<file path="src/hdl/ssfs_pkg.sv">
// Shared types and constants for the SCRAM secret field splitter.
package ssfs_pkg;

  localparam int OFF_W   = 10;
  localparam int OFF_NUM = 6;

  // Start offset slots
  localparam logic [2:0] OFF_SALT   = 3'd0;
  localparam logic [2:0] OFF_STORED = 3'd1;
  localparam logic [2:0] OFF_SERVER = 3'd2;
  localparam logic [2:0] OFF_HEX    = 3'd3;
  localparam logic [2:0] OFF_CLEAR  = 3'd4;
  localparam logic [2:0] OFF_SALTED = 3'd5;

  // Mechanism codes
  localparam logic [1:0] MECH_NONE    = 2'd0;
  localparam logic [1:0] MECH_SHA1    = 2'd1;
  localparam logic [1:0] MECH_SHA256  = 2'd2;
  localparam logic [1:0] MECH_SHA512  = 2'd3;

  // Special bytes
  localparam logic [7:0] CH_NUL   = 8'h00;
  localparam logic [7:0] CH_COMMA = 8'h2C;
  localparam logic [7:0] CH_COLON = 8'h3A;
  localparam logic [7:0] CH_MINUS = 8'h2D;
  localparam logic [7:0] CH_PLUS  = 8'h2B;
  localparam logic [7:0] CH_ZERO  = 8'h30;
  localparam logic [7:0] CH_NINE  = 8'h39;

  // Prefix texts, byte 0 first, zero padded to 16 bytes
  typedef logic [0:15][7:0] pfx_text_t;
  localparam pfx_text_t PFX_TEXT [3] = '{
    {"{SCRAM-SHA-1}", 24'h0},
    {"{SCRAM-SHA-256}", 8'h0},
    {"{SCRAM-SHA-512}", 8'h0}
  };
  localparam logic [3:0] PFX_LEN_SHA1 = 4'd13;
  localparam logic [3:0] PFX_LEN_SHA2 = 4'd15;
  localparam logic [3:0] PFX_LEN [3] = '{PFX_LEN_SHA1, PFX_LEN_SHA2, PFX_LEN_SHA2};

  typedef enum logic [2:0] {
    PH_PREFIX,
    PH_NOMATCH,
    PH_ITER,
    PH_SALT,
    PH_STORED,
    PH_SERVER,
    PH_AFTER,
    PH_SALTED
  } phase_t;

  // Colon tracking inside the server key
  typedef enum logic [2:0] {
    SUB_NONE,
    SUB_HEX_EMPTY,
    SUB_HEX,
    SUB_CLEAR,
    SUB_MORE
  } sub_t;

  typedef struct packed {
    phase_t                          phase;
    logic [3:0]                      pidx;
    logic [2:0]                      cand;
    logic                            first;
    logic [31:0]                     acc;
    logic                            neg;
    logic                            scan_done;
    logic [OFF_NUM-1:0][OFF_W-1:0]   offs;
    sub_t                            sub;
  } pst_t;

  typedef struct packed {
    logic [3:0]          field_count;
    logic [1:0]          mechanism;
    logic signed [31:0]  iterations;
    logic [OFF_W-1:0]    salt_start;
    logic [OFF_W-1:0]    stored_key_start;
    logic [OFF_W-1:0]    server_key_start;
    logic [OFF_W-1:0]    hex_start;
    logic [OFF_W-1:0]    clear_start;
    logic [OFF_W-1:0]    salted_start;
    logic                too_long;
  } res_t;

endpackage

</file>
<file path="src/hdl/ssfs_parser.sv">
// Byte-wise parser state machine and end-of-string result builder.
module ssfs_parser
  import ssfs_pkg::*;
#(
  parameter int MAX_LEN = 1024
) (
  input  logic       clk,
  input  logic       rst_n,
  input  logic       in_acc,
  input  logic [7:0] in_ch,
  input  logic       in_last,
  output logic       emit,
  output res_t       res
);

  localparam int POS_W   = $clog2(MAX_LEN + 2);
  localparam int OFF_LIM = (MAX_LEN - 1 > 1023) ? 1023 : MAX_LEN - 1;

  localparam pst_t ST_RESET = '{
    phase:     PH_PREFIX,
    pidx:      4'd0,
    cand:      3'b111,
    first:     1'b0,
    acc:       32'd0,
    neg:       1'b0,
    scan_done: 1'b0,
    offs:      '0,
    sub:       SUB_NONE
  };

  pst_t             st_r, st_nxt, tk, fs;
  logic [POS_W-1:0] pos_r, pos_nxt, tk_pos, fpos;
  logic             term_r, term_nxt;
  logic [2:0]       cand;
  logic [3:0]       idx_n;
  logic [OFF_W-1:0] off, off_next;
  logic             is_digit;
  logic [3:0]       cnt;

  always_ff @(posedge clk) begin
    if (!rst_n) begin
      st_r   <= ST_RESET;
      pos_r  <= '0;
      term_r <= 1'b0;
    end else begin
      st_r   <= st_nxt;
      pos_r  <= pos_nxt;
      term_r <= term_nxt;
    end
  end

  // Offsets of the current byte and the one after it, saturated
  assign off      = (pos_r > POS_W'(OFF_LIM)) ? OFF_W'(OFF_LIM) : OFF_W'(pos_r);
  assign off_next = (pos_r >= POS_W'(OFF_LIM)) ? OFF_W'(OFF_LIM)
                                                : OFF_W'(pos_r + POS_W'(1));
  assign is_digit = (in_ch >= CH_ZERO) && (in_ch <= CH_NINE);
  assign tk_pos   = (pos_r <= POS_W'(MAX_LEN)) ? pos_r + POS_W'(1) : pos_r;

  // State after taking one non-zero byte
  always_comb begin
    tk       = st_r;
    tk.first = 1'b0;
    cand     = st_r.cand;
    idx_n    = st_r.pidx + 4'd1;
    case (st_r.phase)
      PH_PREFIX: begin
        for (int k = 0; k < 3; k++) begin
          if (cand[k] && ((st_r.pidx >= PFX_LEN[k]) || (PFX_TEXT[k][st_r.pidx] != in_ch))) begin
            cand[k] = 1'b0;
          end
        end
        tk.pidx = idx_n;
        tk.cand = cand;
        if (cand == 3'b000) begin
          tk.phase = PH_NOMATCH;
        end else if (cand[0] && (idx_n == PFX_LEN_SHA1)) begin
          tk.cand  = 3'b001;
          tk.phase = PH_ITER;
          tk.first = 1'b1;
        end else if ((cand[2:1] != 2'b00) && (idx_n == PFX_LEN_SHA2)) begin
          tk.phase = PH_ITER;
          tk.first = 1'b1;
        end
      end
      PH_ITER: begin
        if (!st_r.first && (in_ch == CH_COMMA)) begin
          tk.phase = PH_SALT;
          tk.first = 1'b1;
        end else if (is_digit && !st_r.scan_done) begin
          tk.acc = {st_r.acc[28:0], 3'b000} + {st_r.acc[30:0], 1'b0} + {28'd0, in_ch[3:0]};
        end else if (st_r.first && (in_ch == CH_MINUS)) begin
          tk.neg = 1'b1;
        end else if (!(st_r.first && (in_ch == CH_PLUS))) begin
          tk.scan_done = 1'b1;
        end
      end
      PH_SALT: begin
        if (st_r.first) tk.offs[OFF_SALT] = off;
        if (!st_r.first && (in_ch == CH_COMMA)) begin
          tk.phase = PH_STORED;
          tk.first = 1'b1;
        end
      end
      PH_STORED: begin
        if (st_r.first) tk.offs[OFF_STORED] = off;
        if (!st_r.first && (in_ch == CH_COMMA)) begin
          tk.phase = PH_SERVER;
          tk.first = 1'b1;
        end
      end
      PH_SERVER: begin
        if (st_r.first) tk.offs[OFF_SERVER] = off;
        if (!st_r.first && (in_ch == CH_COMMA)) begin
          tk.phase = PH_AFTER;
        end else begin
          case (st_r.sub)
            SUB_NONE: begin
              if (in_ch == CH_COLON) begin
                tk.sub           = SUB_HEX_EMPTY;
                tk.offs[OFF_HEX] = off_next;
              end
            end
            SUB_HEX_EMPTY, SUB_HEX: begin
              if (in_ch == CH_COLON) begin
                tk.sub             = SUB_CLEAR;
                tk.offs[OFF_CLEAR] = off_next;
              end else begin
                tk.sub = SUB_HEX;
              end
            end
            default: tk.sub = SUB_MORE;
          endcase
        end
      end
      PH_AFTER: begin
        tk.offs[OFF_SALTED] = off;
        tk.phase            = PH_SALTED;
      end
      default: ;
    endcase
  end

  // Next state: hold after an early zero until the last byte, else advance
  always_comb begin
    emit     = !term_r && ((in_ch == CH_NUL) || in_last);
    st_nxt   = st_r;
    pos_nxt  = pos_r;
    term_nxt = term_r;
    if (in_acc) begin
      if (term_r) begin
        if (in_last) begin
          st_nxt   = ST_RESET;
          pos_nxt  = '0;
          term_nxt = 1'b0;
        end
      end else if (in_ch == CH_NUL) begin
        st_nxt   = ST_RESET;
        pos_nxt  = '0;
        term_nxt = !in_last;
      end else if (in_last) begin
        st_nxt  = ST_RESET;
        pos_nxt = '0;
      end else begin
        st_nxt  = tk;
        pos_nxt = tk_pos;
      end
    end
  end

  // Result from the state the string ends in
  always_comb begin
    fs   = (in_ch == CH_NUL) ? st_r : tk;
    fpos = (in_ch == CH_NUL) ? pos_r : tk_pos;
    case (fs.phase)
      PH_ITER:   cnt = 4'd1;
      PH_SALT:   cnt = 4'd2;
      PH_STORED: cnt = 4'd3;
      PH_SERVER: cnt = 4'd4;
      PH_AFTER:  cnt = 4'd5;
      PH_SALTED: begin
        if (fs.sub == SUB_NONE || fs.sub == SUB_HEX_EMPTY) cnt = 4'd6;
        else if (fs.sub == SUB_HEX || fs.sub == SUB_CLEAR) cnt = 4'd7;
        else                                               cnt = 4'd8;
      end
      default:   cnt = 4'd0;
    endcase
    res.field_count = cnt;
    if (cnt == 4'd0)       res.mechanism = MECH_NONE;
    else if (fs.cand[0])   res.mechanism = MECH_SHA1;
    else if (fs.cand[1])   res.mechanism = MECH_SHA256;
    else                   res.mechanism = MECH_SHA512;
    res.iterations       = (cnt >= 4'd2) ? (fs.neg ? -$signed(fs.acc) : $signed(fs.acc))
                                         : 32'sd0;
    res.salt_start       = (cnt >= 4'd3) ? fs.offs[OFF_SALT]   : '0;
    res.stored_key_start = (cnt >= 4'd4) ? fs.offs[OFF_STORED] : '0;
    res.server_key_start = (cnt >= 4'd5) ? fs.offs[OFF_SERVER] : '0;
    res.hex_start        = (cnt >= 4'd7) ? fs.offs[OFF_HEX]    : '0;
    res.clear_start      = (cnt >= 4'd8) ? fs.offs[OFF_CLEAR]  : '0;
    res.salted_start     = (cnt >= 4'd6) ? fs.offs[OFF_SALTED] : '0;
    res.too_long         = fpos > POS_W'(MAX_LEN);
  end

endmodule

</file>
<file path="src/hdl/scram_secret_field_splitter_unit.sv">
// Top level of the SCRAM secret field splitter: handshake and result register.
// Output: the result of a string appears on out_valid in the cycle after its
//   ending byte request (zero byte or byte with last set) is accepted.
// One byte request per cycle unless stalled; parser state update is the only loop.
// Reset: synchronous, active low; clears the parser to prefix matching and
//   empties the result register.
module scram_secret_field_splitter_unit
  import ssfs_pkg::*;
#(
  parameter int MAX_LEN = 1024
) (
  input  logic                    clk,
  input  logic                    rst_n,
  // byte requests
  input  logic                    in_valid,
  output logic                    in_stall,
  input  logic [7:0]              in_ch,
  input  logic                    in_last,
  // result requests
  output logic                    out_valid,
  input  logic                    out_stall,
  output logic [3:0]              out_field_count,
  output logic [1:0]              out_mechanism,
  output logic signed [31:0]      out_iterations,
  output logic [OFF_W-1:0]        out_salt_start,
  output logic [OFF_W-1:0]        out_stored_key_start,
  output logic [OFF_W-1:0]        out_server_key_start,
  output logic [OFF_W-1:0]        out_hex_start,
  output logic [OFF_W-1:0]        out_clear_start,
  output logic [OFF_W-1:0]        out_salted_start,
  output logic                    out_too_long
);

  logic in_acc;
  logic emit;
  res_t res;
  res_t out_res_r;
  logic out_valid_r, out_valid_nxt;

  // Parser: holds all per-string state and builds the result in the
  // same cycle as the ending byte.
  ssfs_parser #(
    .MAX_LEN (MAX_LEN)
  ) u_parser (
    .clk     (clk),
    .rst_n   (rst_n),
    .in_acc  (in_acc),
    .in_ch   (in_ch),
    .in_last (in_last),
    .emit    (emit),
    .res     (res)
  );

  // Stall only a request that ends a string while the result register
  // still holds an untaken result; bytes inside a string keep flowing.
  assign in_stall = out_valid_r && out_stall && emit;
  assign in_acc   = in_valid && !in_stall;

  // Load on an ending byte, drop once taken, otherwise hold.
  always_comb begin
    out_valid_nxt = out_valid_r;
    if (in_acc && emit) begin
      out_valid_nxt = 1'b1;
    end else if (!out_stall) begin
      out_valid_nxt = 1'b0;
    end
  end

  always_ff @(posedge clk) begin
    if (!rst_n) begin
      out_valid_r <= 1'b0;
    end else begin
      out_valid_r <= out_valid_nxt;
    end
  end

  // Result payload needs no reset; it is qualified by out_valid.
  always_ff @(posedge clk) begin
    if (in_acc && emit) begin
      out_res_r <= res;
    end
  end

  assign out_valid            = out_valid_r;
  assign out_field_count      = out_res_r.field_count;
  assign out_mechanism        = out_res_r.mechanism;
  assign out_iterations       = out_res_r.iterations;
  assign out_salt_start       = out_res_r.salt_start;
  assign out_stored_key_start = out_res_r.stored_key_start;
  assign out_server_key_start = out_res_r.server_key_start;
  assign out_hex_start        = out_res_r.hex_start;
  assign out_clear_start      = out_res_r.clear_start;
  assign out_salted_start     = out_res_r.salted_start;
  assign out_too_long         = out_res_r.too_long;

  // An ending byte that is accepted always shows a result next cycle.
  a_emit_shows: assert property (@(posedge clk) disable iff (!rst_n)
    in_acc && emit |=> out_valid)
    else $error("accepted ending byte produced no result");

  // No mechanism exactly when no field was found.
  a_mech_count: assert property (@(posedge clk) disable iff (!rst_n)
    out_valid |-> ((out_mechanism == MECH_NONE) == (out_field_count == 4'd0)))
    else $error("mechanism and field count disagree");

  // Field count stays in range and unset iterations, salt and clear fields read as zero.
  a_count_zero: assert property (@(posedge clk) disable iff (!rst_n)
    out_valid |-> (out_field_count <= 4'd8)
                  && (out_field_count >= 4'd2 || out_iterations == 32'sd0)
                  && (out_field_count >= 4'd3 || out_salt_start == '0)
                  && (out_field_count >= 4'd8 || out_clear_start == '0))
    else $error("field count out of range or stale field offset");

endmodule
</file>
<file path="config.mk">
export PLATFORM = sky130hd
export DESIGN_NAME = scram_secret_field_splitter_unit
export DESIGN_NICKNAME = d
export VERILOG_FILES = /design/src/hdl/ssfs_pkg.sv /design/src/hdl/ssfs_parser.sv /design/src/hdl/scram_secret_field_splitter_unit.sv
export SDC_FILE = /design/constraint.sdc
export NUM_CORES = 1
export LEC_CHECK = 0
export ABC_AREA = 1
export ABC_CLOCK_PERIOD_IN_PS = 4910
export BUFFER_PORTS_ARGS = -buffer_cell sky130_fd_sc_hd__buf_2
export CAP_MARGIN = 0
export CORE_ASPECT_RATIO = 0.6
export CORE_MARGIN = 4
export CORE_UTILIZATION = 40
export DETAILED_ROUTE_END_ITERATION = 8
export GPL_TIMING_DRIVEN = 1
export HOLD_SLACK_MARGIN = 0.1
export PLACE_DENSITY = 0.69
export SYNTH_ARGS = -nofsm -noshare
export SYNTH_HDL_FRONTEND = slang
export SYNTH_SLANG_ARGS = --single-unit
</file>
<file path="constraint.sdc">
create_clock -name clk -period 4.91 [get_ports clk]
set_clock_uncertainty 0.15 [all_clocks]
set_input_delay 0.491 -clock clk [delete_from_list [all_inputs] [get_ports clk]]
set_output_delay 0.491 -clock clk [all_outputs]
set_load 0.03 [all_outputs]
</file>
==> impl_metrics.yaml <==
run_status:
  status: "finished clean"
synth:
  yosysUniqueCellTypes: 51
  synth_top_area_frac: 0.207
  synth_ff_type: "dfxtp_1"
  synthCells: 2061
  yosysWarnings: 0
  synth_area_per_cell_sq_um: 6.95
  ys_top_cells_by_area: "edfxtp_1, dfxtp_1, nand2_1"
  synth_area_sq_um: 14300
  synth-seq-cells: 220
  synth_area_leader_cell: "edfxtp_1"
  ys_async_sr_fraction: 0
  synth_edf_count: 99
  synth_nets: 2145
  seq_area_frac_synth: 0.376
final_layout:
  final-instance-count-excl-fill: 2628
  syn2layout_area_growth_pct: 12.7
  drive_gt1_frac: 0.119
  utilization: 0.460
  fin_nets: 2227
  n_antenna_cell: 0
  num-fill-cells: 3570
global_routing:
  grt_use_total: 0.222
  grt_max_degree: 69
  grt-ovfl-total: 0
  grt_pass1_wl_microns: 70200
  grt_pass1_vias: 12756
  antenna_found_initial: 0
drt:
  drt-total-wl_microns: 44200
  drtPass1Iterations: 6
  viasPerCell: 5.36
  route.vias.total: 14098
  drc_errors: 0
  first_iter_violations: 1686
  routedWlPerCell_microns: 16.8
  ant_nets: 0
floorplanning:
  row_count: 53
  die_h_microns: 155
  start_util: 0.408
  die-area_sq_um: 39000
  fp.coreArea_sq_um: 35100
  dieWidth_microns: 252
  pin_count: 114
cts:
  clock_latency_ns: 0.54
  cts_made_buffers: 24
  cts_sinks: 220
  cts_tree: "built"
  cts_buffer_depth: 3
  cts_resized: 0
  cts_hold_buf: 2
  clkSlewWorstSetupHoldPaths_ns: 0.06
  post_cts_buffers: 0
  root_buffer: "clkbuf_16"
  cts-htree-levels: 1
power_and_ir_drop:
  power.density_nw_per_um2: 263
  p_leak_uw: 0.00702
  clkPwrFrac: 0.445
  ir_worst_vdd_mv: 0.262
  seqPwrFrac: 0.465
  swShare: 0.262
  p_comb_frac: 0.090
  p_switching_uw: 1110
  intPower_uw: 3140
sta:
  setup_viol: 0
  hold_violations: 0
  setup_tns_ns: 0
  min_period_ns: 4.20
  whs_ns: 0.135
  rsz0062_at_grt: "no"
  slew_headroom: 0.167
  max_freq_mhz: 238
  slew_viol_final: 0
  period_share: 0.856
  tightest_slew_ns: 1.24
setup_path:
  worst_ep_arrival_time_ns: 4.33
  end_kind: "register"
  crit_fanout: 20
  r2r_start: "u_parser.st_r[102]"
  criticalPathCategory: "reg -> reg"
  start_kind: "register"
  reg2reg_slack_ns: 0.71
  worstReg2RegEnd: "out_server_key_start[5]"
  reg2reg_depth: 18
  critPathRequiredTime_ns: 5.04
min_path:
  hp-start: "out_stall"
  whs_endpoint: "out_valid"
  hold_class: "in -> reg"
  hold_depth: 3
place:
  numPortBuffers: 113
  gp_congestion: 0.983
  hpwl_microns: 32700
  place_inst: 2581
run:
  cap_violations: 0
==> worst max-delay path by stage <==
| stage | startpoint | cells past startpoint | to | slack (ns) |
|---|---|---|---|---|
| after CTS | u_parser.st_r[102] | 18 | out_server_key_start[5] | 0.85 |
| after global routing | u_parser.st_r[102] | 18 | out_server_key_start[5] | 0.42 |
| after detailed placement | in_ch[3] | 22 | out_iterations[25] | 0.76 |
| final | u_parser.st_r[102] | 18 | out_server_key_start[5] | 0.71 |
| after global placement | in_ch[3] | 22 | out_iterations[25] | 0.87 |
| after floorplan | in_ch[3] | 8 | out_clear_start[0] | 0.84 |
==> cells in the mapped netlist, types with 4 or more instances <==
master     number
a211oi_1       12
a21oi_1       160
a2bb2oi_1       9
a31oi_1         6
buf_2          19
buf_4           5
clkbuf_1       47
dfxtp_1       121
edfxtp_1       99
ha_1           69
inv_1         204
inv_2           8
nand2_1       616
nand2_2         7
nand3_1       104
nand3b_1        5
nand4_1        32
nor2_1        218
nor2_2          6
nor2_4          5
nor3_1         21
o21a_1          4
o21ai_0       146
o21ai_1         6
o21ai_2         5
o21bai_1        4
or2_1          12
or2_2          41
xnor2_1         6
xor2_1         32
==> state kept, by name, indices dropped and copies added (netlist names) <==
signal                count
out_clear_start          10
out_field_count           4
out_hex_start            10
out_iterations           32
out_mechanism             2
out_salt_start           10
out_salted_start         10
out_server_key_start     10
out_stored_key_start     10
out_too_long              1
out_valid                 1
u_parser.pos_r           11
u_parser.st_r           108
u_parser.term_r           1
==> logic make-up (layout without fill, tap and decap cells) <==
family          Yosys count  after routing  synth area share
compound gates          361            361             0.136
fa+ha+maj                71             71            0.0630
simple gates           1082           1082             0.321
xor+xnor                 38             38            0.0232
flops                   220            220             0.376
buf+inv                 289            389            0.0801
==> power by group through the flow <==
stage | registers (uW) | clock network [uW] | logic, uW
2_1_floorplan | 2070 | 0 | 205
3_3_place_gp | 2020 | 0 | 375
3_5_place_dp | 2020 | 0 | 376
4_1_cts | 1980 | 1930 | 378
5_1_grt | 1980 | 2010 | 415
6_report | 1980 | 1890 | 382
==> through the flow <==
stage | instance area (sq um) | setup slack [ns] | power (uW)
2_1_floorplan | 14300 | 0.840 | 2270
3_3_place_gp | 15300 | 0.874 | 2390
3_5_place_dp | 15300 | 0.762 | 2390
4_1_cts | 16200 | 0.854 | 4280
5_1_grt | 16200 | 0.424 | 4410
6_report | 16200 | 0.705 | 4250
==> worst max-delay path: stages, from the launching register on <==
cell and delay, ns:
dfxtp_1 0.48, ha_1 0.32, inv_1 0.07, ha_1 0.21, o21ai_0 0.28, nand3_1 0.11
nor2_1 0.10, nand2_1 0.06, nor2_1 0.11, nand2_1 0.07, nor2_2 0.25, nand4_1 0.15
nand2_1 0.09, nand2_1 0.08, nand2_1 0.10, nand2_2 0.11, nor2_4 0.17, nand2_1 0.49
a21oi_1 0.55
==> layout by cell type, fill, tap and decap left out, types with 4 or more instances in the layout <==
cell and instances:
a211oi_1 12, a21oi_1 160, a2bb2oi_1 9, a31oi_1 6
buf_2 113, buf_4 16, clkbuf_16 26, dfxtp_1 121
edfxtp_1 99, ha_1 69, inv_1 202, inv_2 9
nand2_1 616, nand2_2 7, nand3_1 104, nand3b_1 5
nand4_1 32, nor2_1 217, nor2_2 6, nor2_4 6
nor3_1 19, nor3_2 5, o21a_1 4, o21ai_0 146
o21ai_1 6, o21ai_2 4, o21bai_1 4, or2_1 12
or2_2 41, xnor2_1 6, xor2_1 32
==> area by class of cell <==
cell class / count / area (sq um) / area share
clock buffers: 30 / 676 / 0.0418
clock inverters: 14 / 143 / 0.00883
inverters: 213 / 805 / 0.0498
multi-input cells: 1552 / 7830 / 0.485
flip-flops and latches: 220 / 5400 / 0.334
well taps: 467 / 584 / 0.0362
repair buffers: 132 / 726 / 0.0449
==> layer usage <==
metal  GRT usage  share of wire  up-vias
met2       0.299           0.38      595
met4      0.0386          0.017        0
met5           0              0        -
met1       0.350           0.49     6547
li1            -              -     6912
met3      0.0630           0.11       44
Power figures use the tool's default switching activity.
